===== src/rtl/core/bfst_pkg.sv =====
// Package for the butterfly segment-to-tile map: widths, register indexes,
// piece type codes and the per-axis layout record.
// No dependencies.
`default_nettype none

package bfst_pkg;

  localparam int ORDER_BITS_DEF = 16;
  localparam int TILE_BITS_DEF  = 10;

  localparam int COORD_W    = 16;
  localparam int TILE_IDX_W = 16;
  localparam int OFFSET_W   = 20;
  localparam int PIECE_W    = 6;
  localparam int TYPE_W     = 3;
  localparam int PIECE_MULT = 6;

  localparam int ORDER_W   = 16;
  localparam int TSIZE_W   = 11;
  localparam int LEVEL_W   = 4;
  localparam int BLK_W     = 8;
  localparam int CFG_W     = 16;
  localparam int CFG_IDX_W = 3;

  // position width covers every legal ORDER_BITS / TILE_BITS
  localparam int POS_W  = 34;
  localparam int TW_MAX = 16;

  localparam logic [CFG_IDX_W-1:0] REG_MATRIX_ORDER = 3'd0;
  localparam logic [CFG_IDX_W-1:0] REG_TILE_SIZE    = 3'd1;
  localparam logic [CFG_IDX_W-1:0] REG_LEVEL        = 3'd2;
  localparam logic [CFG_IDX_W-1:0] REG_BLOCK_ROW    = 3'd3;
  localparam logic [CFG_IDX_W-1:0] REG_BLOCK_COL    = 3'd4;

  localparam logic [ORDER_W-1:0] RST_MATRIX_ORDER = 16'd1024;
  localparam logic [TSIZE_W-1:0] RST_TILE_SIZE    = 11'd64;
  localparam logic [LEVEL_W-1:0] RST_LEVEL        = 4'd0;
  localparam logic [BLK_W-1:0]   RST_BLOCK       = 8'd0;

  localparam logic [TYPE_W-1:0] PT_FIRST    = 3'd0;
  localparam logic [TYPE_W-1:0] PT_FIRST_B  = 3'd1;
  localparam logic [TYPE_W-1:0] PT_CENTER   = 3'd2;
  localparam logic [TYPE_W-1:0] PT_CENTER_B = 3'd3;
  localparam logic [TYPE_W-1:0] PT_LAST     = 3'd4;
  localparam logic [TYPE_W-1:0] PT_LAST_B   = 3'd5;

  typedef struct packed {
    logic [POS_W-1:0]  sp;
    logic [POS_W-1:0]  cbase;
    logic [POS_W-1:0]  ebase;
    logic [POS_W-1:0]  span;
    logic [POS_W-1:0]  half;
    logic [POS_W-1:0]  cend;
    logic [1:0]        e1cnt;
    logic              cc2;
    logic [TW_MAX-1:0] e1a;
    logic [TW_MAX-1:0] c1;
    logic [TW_MAX-1:0] e2a;
  } axis_t;

endpackage

`default_nettype wire


===== src/rtl/core/bfst_layout.sv =====
// Configuration registers and the sequencer that derives the row and column
// segment layout, with a shared bit-serial divider. Depends on bfst_pkg.
`default_nettype none

module bfst_layout import bfst_pkg::*; #(
  parameter int ORDER_BITS = ORDER_BITS_DEF,
  parameter int TILE_BITS  = TILE_BITS_DEF
) (
  input  logic                 clk,
  input  logic                 rst,
  input  logic                 cfg_we,
  input  logic [CFG_IDX_W-1:0] cfg_index,
  input  logic [CFG_W-1:0]     cfg_data,
  output logic                 busy,
  output logic [TILE_BITS:0]   tsz,
  output axis_t                lay_row,
  output axis_t                lay_col
);

  localparam int NB    = (ORDER_BITS < ORDER_W) ? ORDER_BITS : ORDER_W;
  localparam int TW    = TILE_BITS + 1;
  localparam int AW    = ((NB + 8 > COORD_W + TW) ? NB + 8 : COORD_W + TW) + 2;
  localparam int CNT_W = $clog2(AW);
  localparam int CMP_W = (TSIZE_W > TW) ? TSIZE_W : TW;
  localparam int TMAX  = 1 << TILE_BITS;

  typedef enum logic [8:0] {
    ST_IDLE = 9'b000000001,
    ST_POS  = 9'b000000010,
    ST_MP   = 9'b000000100,
    ST_DIVA = 9'b000001000,
    ST_DIVC = 9'b000010000,
    ST_MID  = 9'b000100000,
    ST_EDGE = 9'b001000000,
    ST_DIVS = 9'b010000000,
    ST_DONE = 9'b100000000
  } state_t;

  state_t state;
  logic   ax;

  logic [ORDER_W-1:0] r_order;
  logic [TSIZE_W-1:0] r_tile;
  logic [LEVEL_W-1:0] r_level;
  logic [BLK_W-1:0]   r_brow;
  logic [BLK_W-1:0]   r_bcol;

  logic [POS_W-1:0] sp, spe, mp, cs, cseg;
  logic [TW-1:0]    a, c, b, e, e1a, e1b, e2a, e2b, c1;
  logic [1:0]       e1cnt, e2cnt, ccnt;

  logic [AW-1:0]    dnum, dquo;
  logic [TW-1:0]    drem;
  logic [CNT_W-1:0] dcnt;

  logic [CMP_W-1:0] tile_ext;
  logic [TW-1:0]    tclamp;
  logic [BLK_W-1:0] blk;
  logic [NB-1:0]    nval;
  logic [NB+7:0]    prod;
  logic [NB+8:0]    prod_end;
  logic [TW:0]      dsh;
  logic             dge;
  logic [TW-1:0]    drem_next;
  logic [AW-1:0]    dquo_next;
  logic             wr_ok;

  logic [TW-1:0]    mid_b, mid_d, mid_e;
  logic [TW:0]      mid_wrap;
  logic [POS_W-1:0] tpos, ed_ce;
  logic [TW-1:0]    ed_f;
  logic             ed_mp_gt, ed_short;
  logic [1:0]       ed_e1cnt, ed_e2cnt, ed_ccnt;
  logic [TW-1:0]    ed_e1a, ed_e1b, ed_e2a, ed_e2b, ed_c1;
  axis_t            done_ax;

  assign busy  = (state != ST_IDLE);
  assign wr_ok = cfg_we && (cfg_index <= REG_BLOCK_COL);

  always_comb begin
    tile_ext = CMP_W'(r_tile);
    if (r_tile == '0) begin
      tclamp = TW'(1);
    end else if (tile_ext > CMP_W'(TMAX)) begin
      tclamp = TW'(TMAX);
    end else begin
      tclamp = TW'(tile_ext);
    end
  end

  assign blk      = ax ? r_bcol : r_brow;
  assign nval     = r_order[NB-1:0];
  assign prod     = (NB+8)'(blk) * (NB+8)'(nval);
  assign prod_end = (NB+9)'(prod) + (NB+9)'(nval);

  assign dsh       = {drem, dnum[AW-1]};
  assign dge       = dsh >= {1'b0, tsz};
  assign drem_next = dge ? TW'(dsh - {1'b0, tsz}) : dsh[TW-1:0];
  assign dquo_next = {dquo[AW-2:0], dge};

  always_comb begin
    mid_b    = tsz - a;
    mid_d    = tsz - c;
    mid_wrap = {1'b0, tsz} + {1'b0, mid_d} - {1'b0, mid_b};
    mid_e    = (mid_d > mid_b) ? (mid_d - mid_b) : mid_wrap[TW-1:0];
  end

  always_comb begin
    tpos     = POS_W'(tsz);
    ed_f     = tsz - e;
    ed_mp_gt = mp > cs + tpos;
    ed_ce    = ed_mp_gt ? mp - POS_W'(c) : mp;
    ed_short = ed_ce < cs + tpos;
    ed_e1cnt = 2'd0;
    ed_e1a   = '0;
    ed_e1b   = '0;
    if (b != tsz) begin
      if (ed_f < b) begin
        ed_e1cnt = 2'd2;
        ed_e1a   = b - ed_f;
        ed_e1b   = ed_f;
      end else begin
        ed_e1cnt = 2'd1;
        ed_e1a   = b;
      end
    end
    ed_e2cnt = 2'd0;
    ed_e2a   = '0;
    ed_e2b   = '0;
    if (c != '0 && ed_mp_gt) begin
      if (e < c) begin
        ed_e2cnt = 2'd2;
        ed_e2a   = e;
        ed_e2b   = c - e;
      end else begin
        ed_e2cnt = 2'd1;
        ed_e2a   = c;
      end
    end
    ed_ccnt = 2'd0;
    ed_c1   = '0;
    if (ed_f != '0 && mp > cs + POS_W'(e)) begin
      ed_ccnt = 2'd2;
      ed_c1   = e;
    end else if (cs + POS_W'(e) <= mp) begin
      ed_ccnt = 2'd1;
      ed_c1   = e;
    end
  end

  always_comb begin
    done_ax.sp    = sp;
    done_ax.cbase = sp + POS_W'(e1a) + POS_W'(e1b);
    done_ax.ebase = mp - POS_W'(e2a) - POS_W'(e2b);
    done_ax.span  = mp - sp;
    done_ax.half  = POS_W'(e1cnt) + cseg + POS_W'(e2cnt);
    done_ax.cend  = POS_W'(e1cnt) + cseg;
    done_ax.e1cnt = e1cnt;
    done_ax.cc2   = (ccnt == 2'd2);
    done_ax.e1a   = TW_MAX'(e1a);
    done_ax.c1    = TW_MAX'(c1);
    done_ax.e2a   = TW_MAX'(e2a);
  end

  always_ff @(posedge clk) begin
    tsz <= tclamp;
    if (rst) begin
      r_order <= RST_MATRIX_ORDER;
      r_tile  <= RST_TILE_SIZE;
      r_level <= RST_LEVEL;
      r_brow  <= RST_BLOCK;
      r_bcol  <= RST_BLOCK;
    end else if (cfg_we) begin
      case (cfg_index)
        REG_MATRIX_ORDER: r_order <= cfg_data[ORDER_W-1:0];
        REG_TILE_SIZE:    r_tile  <= cfg_data[TSIZE_W-1:0];
        REG_LEVEL:        r_level <= cfg_data[LEVEL_W-1:0];
        REG_BLOCK_ROW:    r_brow  <= cfg_data[BLK_W-1:0];
        REG_BLOCK_COL:    r_bcol  <= cfg_data[BLK_W-1:0];
        default: ;
      endcase
    end
  end

  always_ff @(posedge clk) begin
    if (rst) begin
      state <= ST_POS;
      ax    <= 1'b0;
    end else begin
      case (state)
        ST_IDLE: ;
        ST_POS: begin
          sp    <= POS_W'(prod >> r_level);
          spe   <= POS_W'(prod_end >> r_level);
          state <= ST_MP;
        end
        ST_MP: begin
          mp    <= (sp + spe) >> 1;
          dnum  <= sp[AW-1:0];
          drem  <= '0;
          dquo  <= '0;
          dcnt  <= CNT_W'(AW - 1);
          state <= ST_DIVA;
        end
        ST_DIVA: begin
          dnum <= dnum << 1;
          drem <= drem_next;
          dcnt <= dcnt - 1'b1;
          if (dcnt == '0) begin
            a     <= drem_next;
            dnum  <= mp[AW-1:0];
            drem  <= '0;
            dcnt  <= CNT_W'(AW - 1);
            state <= ST_DIVC;
          end
        end
        ST_DIVC: begin
          dnum <= dnum << 1;
          drem <= drem_next;
          dcnt <= dcnt - 1'b1;
          if (dcnt == '0) begin
            c     <= drem_next;
            state <= ST_MID;
          end
        end
        ST_MID: begin
          b     <= mid_b;
          e     <= mid_e;
          cs    <= sp + ((mid_b != tsz) ? POS_W'(mid_b) : '0);
          state <= ST_EDGE;
        end
        ST_EDGE: begin
          e1cnt <= ed_e1cnt;
          e1a   <= ed_e1a;
          e1b   <= ed_e1b;
          e2cnt <= ed_e2cnt;
          e2a   <= ed_e2a;
          e2b   <= ed_e2b;
          ccnt  <= ed_ccnt;
          c1    <= ed_c1;
          drem  <= '0;
          dquo  <= '0;
          dcnt  <= CNT_W'(AW - 1);
          if (ed_ccnt == 2'd2) begin
            dnum  <= AW'((ed_ce - cs) << 1);
            state <= ST_DIVS;
          end else if (ed_ccnt == 2'd1 && !ed_short) begin
            dnum  <= AW'(ed_ce - cs);
            state <= ST_DIVS;
          end else begin
            cseg  <= (ed_ccnt == 2'd1) ? POS_W'(1) : '0;
            state <= ST_DONE;
          end
        end
        ST_DIVS: begin
          dnum <= dnum << 1;
          drem <= drem_next;
          dquo <= dquo_next;
          dcnt <= dcnt - 1'b1;
          if (dcnt == '0) begin
            cseg  <= POS_W'(dquo_next);
            state <= ST_DONE;
          end
        end
        ST_DONE: begin
          if (ax) begin
            lay_col <= done_ax;
            state   <= ST_IDLE;
          end else begin
            lay_row <= done_ax;
            state   <= ST_POS;
          end
          ax <= ~ax;
        end
        default: state <= ST_IDLE;
      endcase
      if (wr_ok) begin
        state <= ST_POS;
        ax    <= 1'b0;
      end
    end
  end

endmodule

`default_nettype wire


===== config.mk =====
export PLATFORM = sky130hd
export DESIGN_NAME = bfst_layout
export DESIGN_NICKNAME = d
export VERILOG_FILES = /design/src/rtl/core/bfst_pkg.sv /design/src/rtl/core/bfst_layout.sv
export SDC_FILE = /design/constraint.sdc
export NUM_CORES = 2
export LEC_CHECK = 0
export BUFFER_PORTS_ARGS = -buffer_cell sky130_fd_sc_hd__buf_4
export CORE_UTILIZATION = 45
export DETAILED_ROUTE_END_ITERATION = 8
export HOLD_SLACK_MARGIN = 0.03
export PLACE_DENSITY_LB_ADDON = 0.25
export SLEW_MARGIN = 20
export SYNTH_ARGS = -nofsm -noshare
export SYNTH_HDL_FRONTEND = slang
export SYNTH_SLANG_ARGS = --single-unit

===== constraint.sdc =====
create_clock -name clk -period 18.8 [get_ports clk]
set_input_delay 2.82 -clock clk [delete_from_list [all_inputs] [get_ports clk]]
set_output_delay 2.82 -clock clk [all_outputs]
set_load 0.01 [all_outputs]

==> impl_metrics.sql <==
INSERT INTO impl_metrics (metric_group, metric, value, unit) VALUES
('worst_setup_path', 'crit_start', 'tsz[0]$_SDFF_PP1_', ''),
('placed_design', 'finalWeightedCongestion', '0.955', ''),
('pwr', 'power.share.combinational', '8.5', '%'),
('global_routing', 'total_global_routing_track_utilization', '24.3', '%'),
('placed_design', 'io_buffers', '461', ''),
('logic_synthesis', 'synth_area_leaders', 'sky130_fd_sc_hd__edfxtp_1 45%, sky130_fd_sc_hd__ha_1 9.3%, sky130_fd_sc_hd__fa_1 5.5%', ''),
('worst_setup_path', 'crit_type', 'flip-flop to flip-flop', ''),
('timing', 'skew', '0.0279', 'ns'),
('flow_run', 'maxCapViolations', '0', ''),
('layout', 'antenna_cells', '0', ''),
('die', 'die_width', '332', 'microns'),
('timing', 'max_slew.worst_pin.slew', '1.11', 'ns'),
('pwr', 'leakagePower', '23.1', 'nW'),
('clocking', 'clock_insertion_delay_worst_skew', '0.67', 'ns'),
('routing', 'drc_errors', '0', ''),
('layout', 'finish.cell_count_without_fillers', '6415', ''),
('pwr', 'pwr-share-clk', '42.9', '%'),
('routing', 'vias_per_cell', '5.37', ''),
('worst_hold_path', 'min-delay-path-class', 'flip-flop to flip-flop', ''),
('layout', 'regArea', '0.0234', 'sq mm'),
('routing', 'drt_iter0_drc', '2105', ''),
('worst_setup_path', 'crit_path_top_delay_cell', 'sky130_fd_sc_hd__a21oi_4', ''),
('global_routing', 'grt_antenna_before_repair', '1', ''),
('timing', 'max_freq', '105', 'MHz'),
('placed_design', 'hpwlAfterDp', '105000', 'microns'),
('clocking', 'cts_max_level', '3', ''),
('layout', 'layout-drive-gt1-share', '14.9', '%'),
('die', 'area_enclosed_by_the_die_boundary', '0.110', 'sq mm'),
('die', 'area_of_the_core', '0.108', 'sq mm'),
('timing', 'fin_worst_hold_slack', '0.447', 'ns'),
('logic_synthesis', 'number_of_enable_type_register_cells_in_the_synthesized_netlist', '734', ''),
('logic_synthesis', 'synthesis.instances', '4457', ''),
('logic_synthesis', 'ys.flop_type', 'sky130_fd_sc_hd__edfxtp_1', ''),
('routing', 'antenna_violating_nets_post_route', '0', ''),
('worst_setup_path', 'cpPeakStageDelay', '0.90', 'ns'),
('logic_synthesis', 'distinct_cell_type_count_after_synthesis', '100', ''),
('pwr', 'power.internal', '3.14', 'mW'),
('clocking', 'post_cts_buffers', '0', ''),
('timing', 'final_max_slew_viols', '0', ''),
('pwr', 'total_switching_power', '957', 'uW'),
('routing', 'routed_length_per_instance', '21.1', 'microns'),
('clocking', 'post_cts.resized_instances', '0', ''),
('clocking', 'tritoncts.num_buffers', '87', ''),
('clocking', 'cts_tree', 'yes', ''),
('logic_synthesis', 'synth.cells.most_frequent', '734 x sky130_fd_sc_hd__edfxtp_1, 441 x sky130_fd_sc_hd__inv_1, 367 x sky130_fd_sc_hd__ha_1', ''),
('logic_synthesis', 'synth_area', '0.0491', 'sq mm'),
('timing', 'setup-tns-final', '0', 'ns'),
('worst_setup_path', 'worstPathRequired', '19.06', 'ns'),
('layout', 'layout.filler_cells', '9459', ''),
('logic_synthesis', 'post-synth-top-area-cell', 'sky130_fd_sc_hd__edfxtp_1', ''),
('logic_synthesis', 'synth_seq_area_share', '47.6', '%'),
('global_routing', 'number_of_global_route_vias_before_repair', '34200', ''),
('clocking', 'clock_pin_slew_reported_for_the_worst_setup_and_hold_paths_after_clock_tree_synthesis', '0.06', 'ns'),
('layout', 'number_of_nets_in_the_layout', '5464', ''),
('worst_setup_path', 'crit_path_end_kind', 'flip-flop', ''),
('placed_design', 'placedCellCount', '6255', ''),
('clocking', 'clk_path_buf_depth', '3', ''),
('outcome', 'status', 'complete, no violations', ''),
('logic_synthesis', 'postSynth.asyncResetShare', '0', '%'),
('worst_setup_path', 'crit_fanout', '29', ''),
('worst_setup_path', 'regToRegStartpoint', 'tsz[0]$_SDFF_PP1_', ''),
('die', 'pin_count', '544', ''),
('timing', 'period_share', '50.7', '%'),
('timing', 'timing.slew.headroom', '24.8', '%'),
('worst_setup_path', 'worstPathArrival', '9.80', 'ns'),
('timing', 'finalHoldViolCount', '0', ''),
('worst_setup_path', 'critPathLaunchType', 'flip-flop', ''),
('timing', 'period_minus_slack', '9.53', 'ns'),
('clocking', 'cts_hold_buffers', '0', ''),
('layout', 'combined_area_of_the_multi_input_logic_cells', '0.0235', 'sq mm'),
('global_routing', 'grt-ovfl-total', '0', '');
layer usage:
layer	global-route usage, %	wire length, microns	vias up
li1	-	-	16600
met1	31.2	57600	16800
met2	42.4	66800	945
met3	2.95	6690	200
met4	8.44	4360	0
met5	0	0	-
power by group through the flow:
stage / clock network [mW] / logic (mW) / registers [mW]
finish: 1.76 / 0.350 / 1.99
global route: 1.86 / 0.391 / 1.99
CTS: 1.80 / 0.350 / 1.99
detailed placement: 0 / 0.348 / 2.03
global placement: 0 / 0.342 / 2.03
floorplan: 0 / 0.263 / 2.02
cells by family (layout without fill, tap and decap cells):
group | after synthesis | in the layout | synth area share (%)
muxes | 145 | 145 | 3.22
buffers and inverters | 642 | 1114 | 5.57
adders and majority gates | 502 | 502 | 14.8
xor gates and xnor gates | 346 | 346 | 6.25
and+or+nand+nor | 1231 | 1231 | 12.3
AOI/OAI and AO/OA | 788 | 788 | 10.2
DFF | 802 | 802 | 47.6
other | 1 | 84 | 0.00763
area by class of cell:
type	instances	area share [%]
inverters	444	2.92
multi-input cells	3096	41.1
flip-flops and latches	802	41.0
clock inverters	56	1.19
repair buffers	510	6.71
well taps	1403	3.08
clock buffers	104	3.95
stage by stage:
stage | utilization, % | worst slack (ns) | power [mW] | instance area (sq um)
2_1_floorplan | - | 0.173 | 2.28 | 49400
5_1_grt | 53.0 | 8.61 | 4.24 | 57000
4_1_cts | 53.0 | 9.23 | 4.14 | 57000
3_3_place_gp | 50.2 | 9.26 | 2.37 | 54100
6_report | 53.0 | 9.27 | 4.10 | 57000
3_5_place_dp | 50.2 | 9.28 | 2.38 | 54100
worst max-delay path, delay by kind of cell, from the launching register on:
family	cells	cell delay, ns
simple gates	16	3.63
compound gates	12	3.23
fa+ha+maj	4	1.16
flops	1	0.61
xor+xnor	2	0.47
state kept, by name (all words and copies together), names as in the netlist, 16 cells and up:
register / cells
lay_col: 214
cseg: 29
cs: 25
nval: 16
spe: 25
sp: 24
dnum: 29
dquo: 28
mp: 25
lay_row: 214
path summary, 6_finish.rpt:
check	to	slack, ns	depth (start not counted)
worst max-delay path	cseg[15]$_SDFFCE_PP0P_	9.27	34
worst min-delay path	lay_row[19]$_DFFE_PP_	0.45	0
worst max register to register	cseg[15]$_SDFFCE_PP0P_	9.27	34
worst min register to register	lay_row[19]$_DFFE_PP_	0.45	0
layout by cell type, fill, tap and decap left out, types with 134 or more instances in the layout:
cell type                  count
sky130_fd_sc_hd__ha_1        367
sky130_fd_sc_hd__o21ai_0     154
sky130_fd_sc_hd__xnor2_1     272
sky130_fd_sc_hd__edfxtp_1    734
sky130_fd_sc_hd__a21oi_1     272
sky130_fd_sc_hd__inv_1       441
sky130_fd_sc_hd__nor2b_1     152
sky130_fd_sc_hd__nor2_1      341
sky130_fd_sc_hd__fa_1        134
sky130_fd_sc_hd__nand2_1     297
sky130_fd_sc_hd__buf_4       510
No activity file was read; power rests on OpenSTA's default activity.
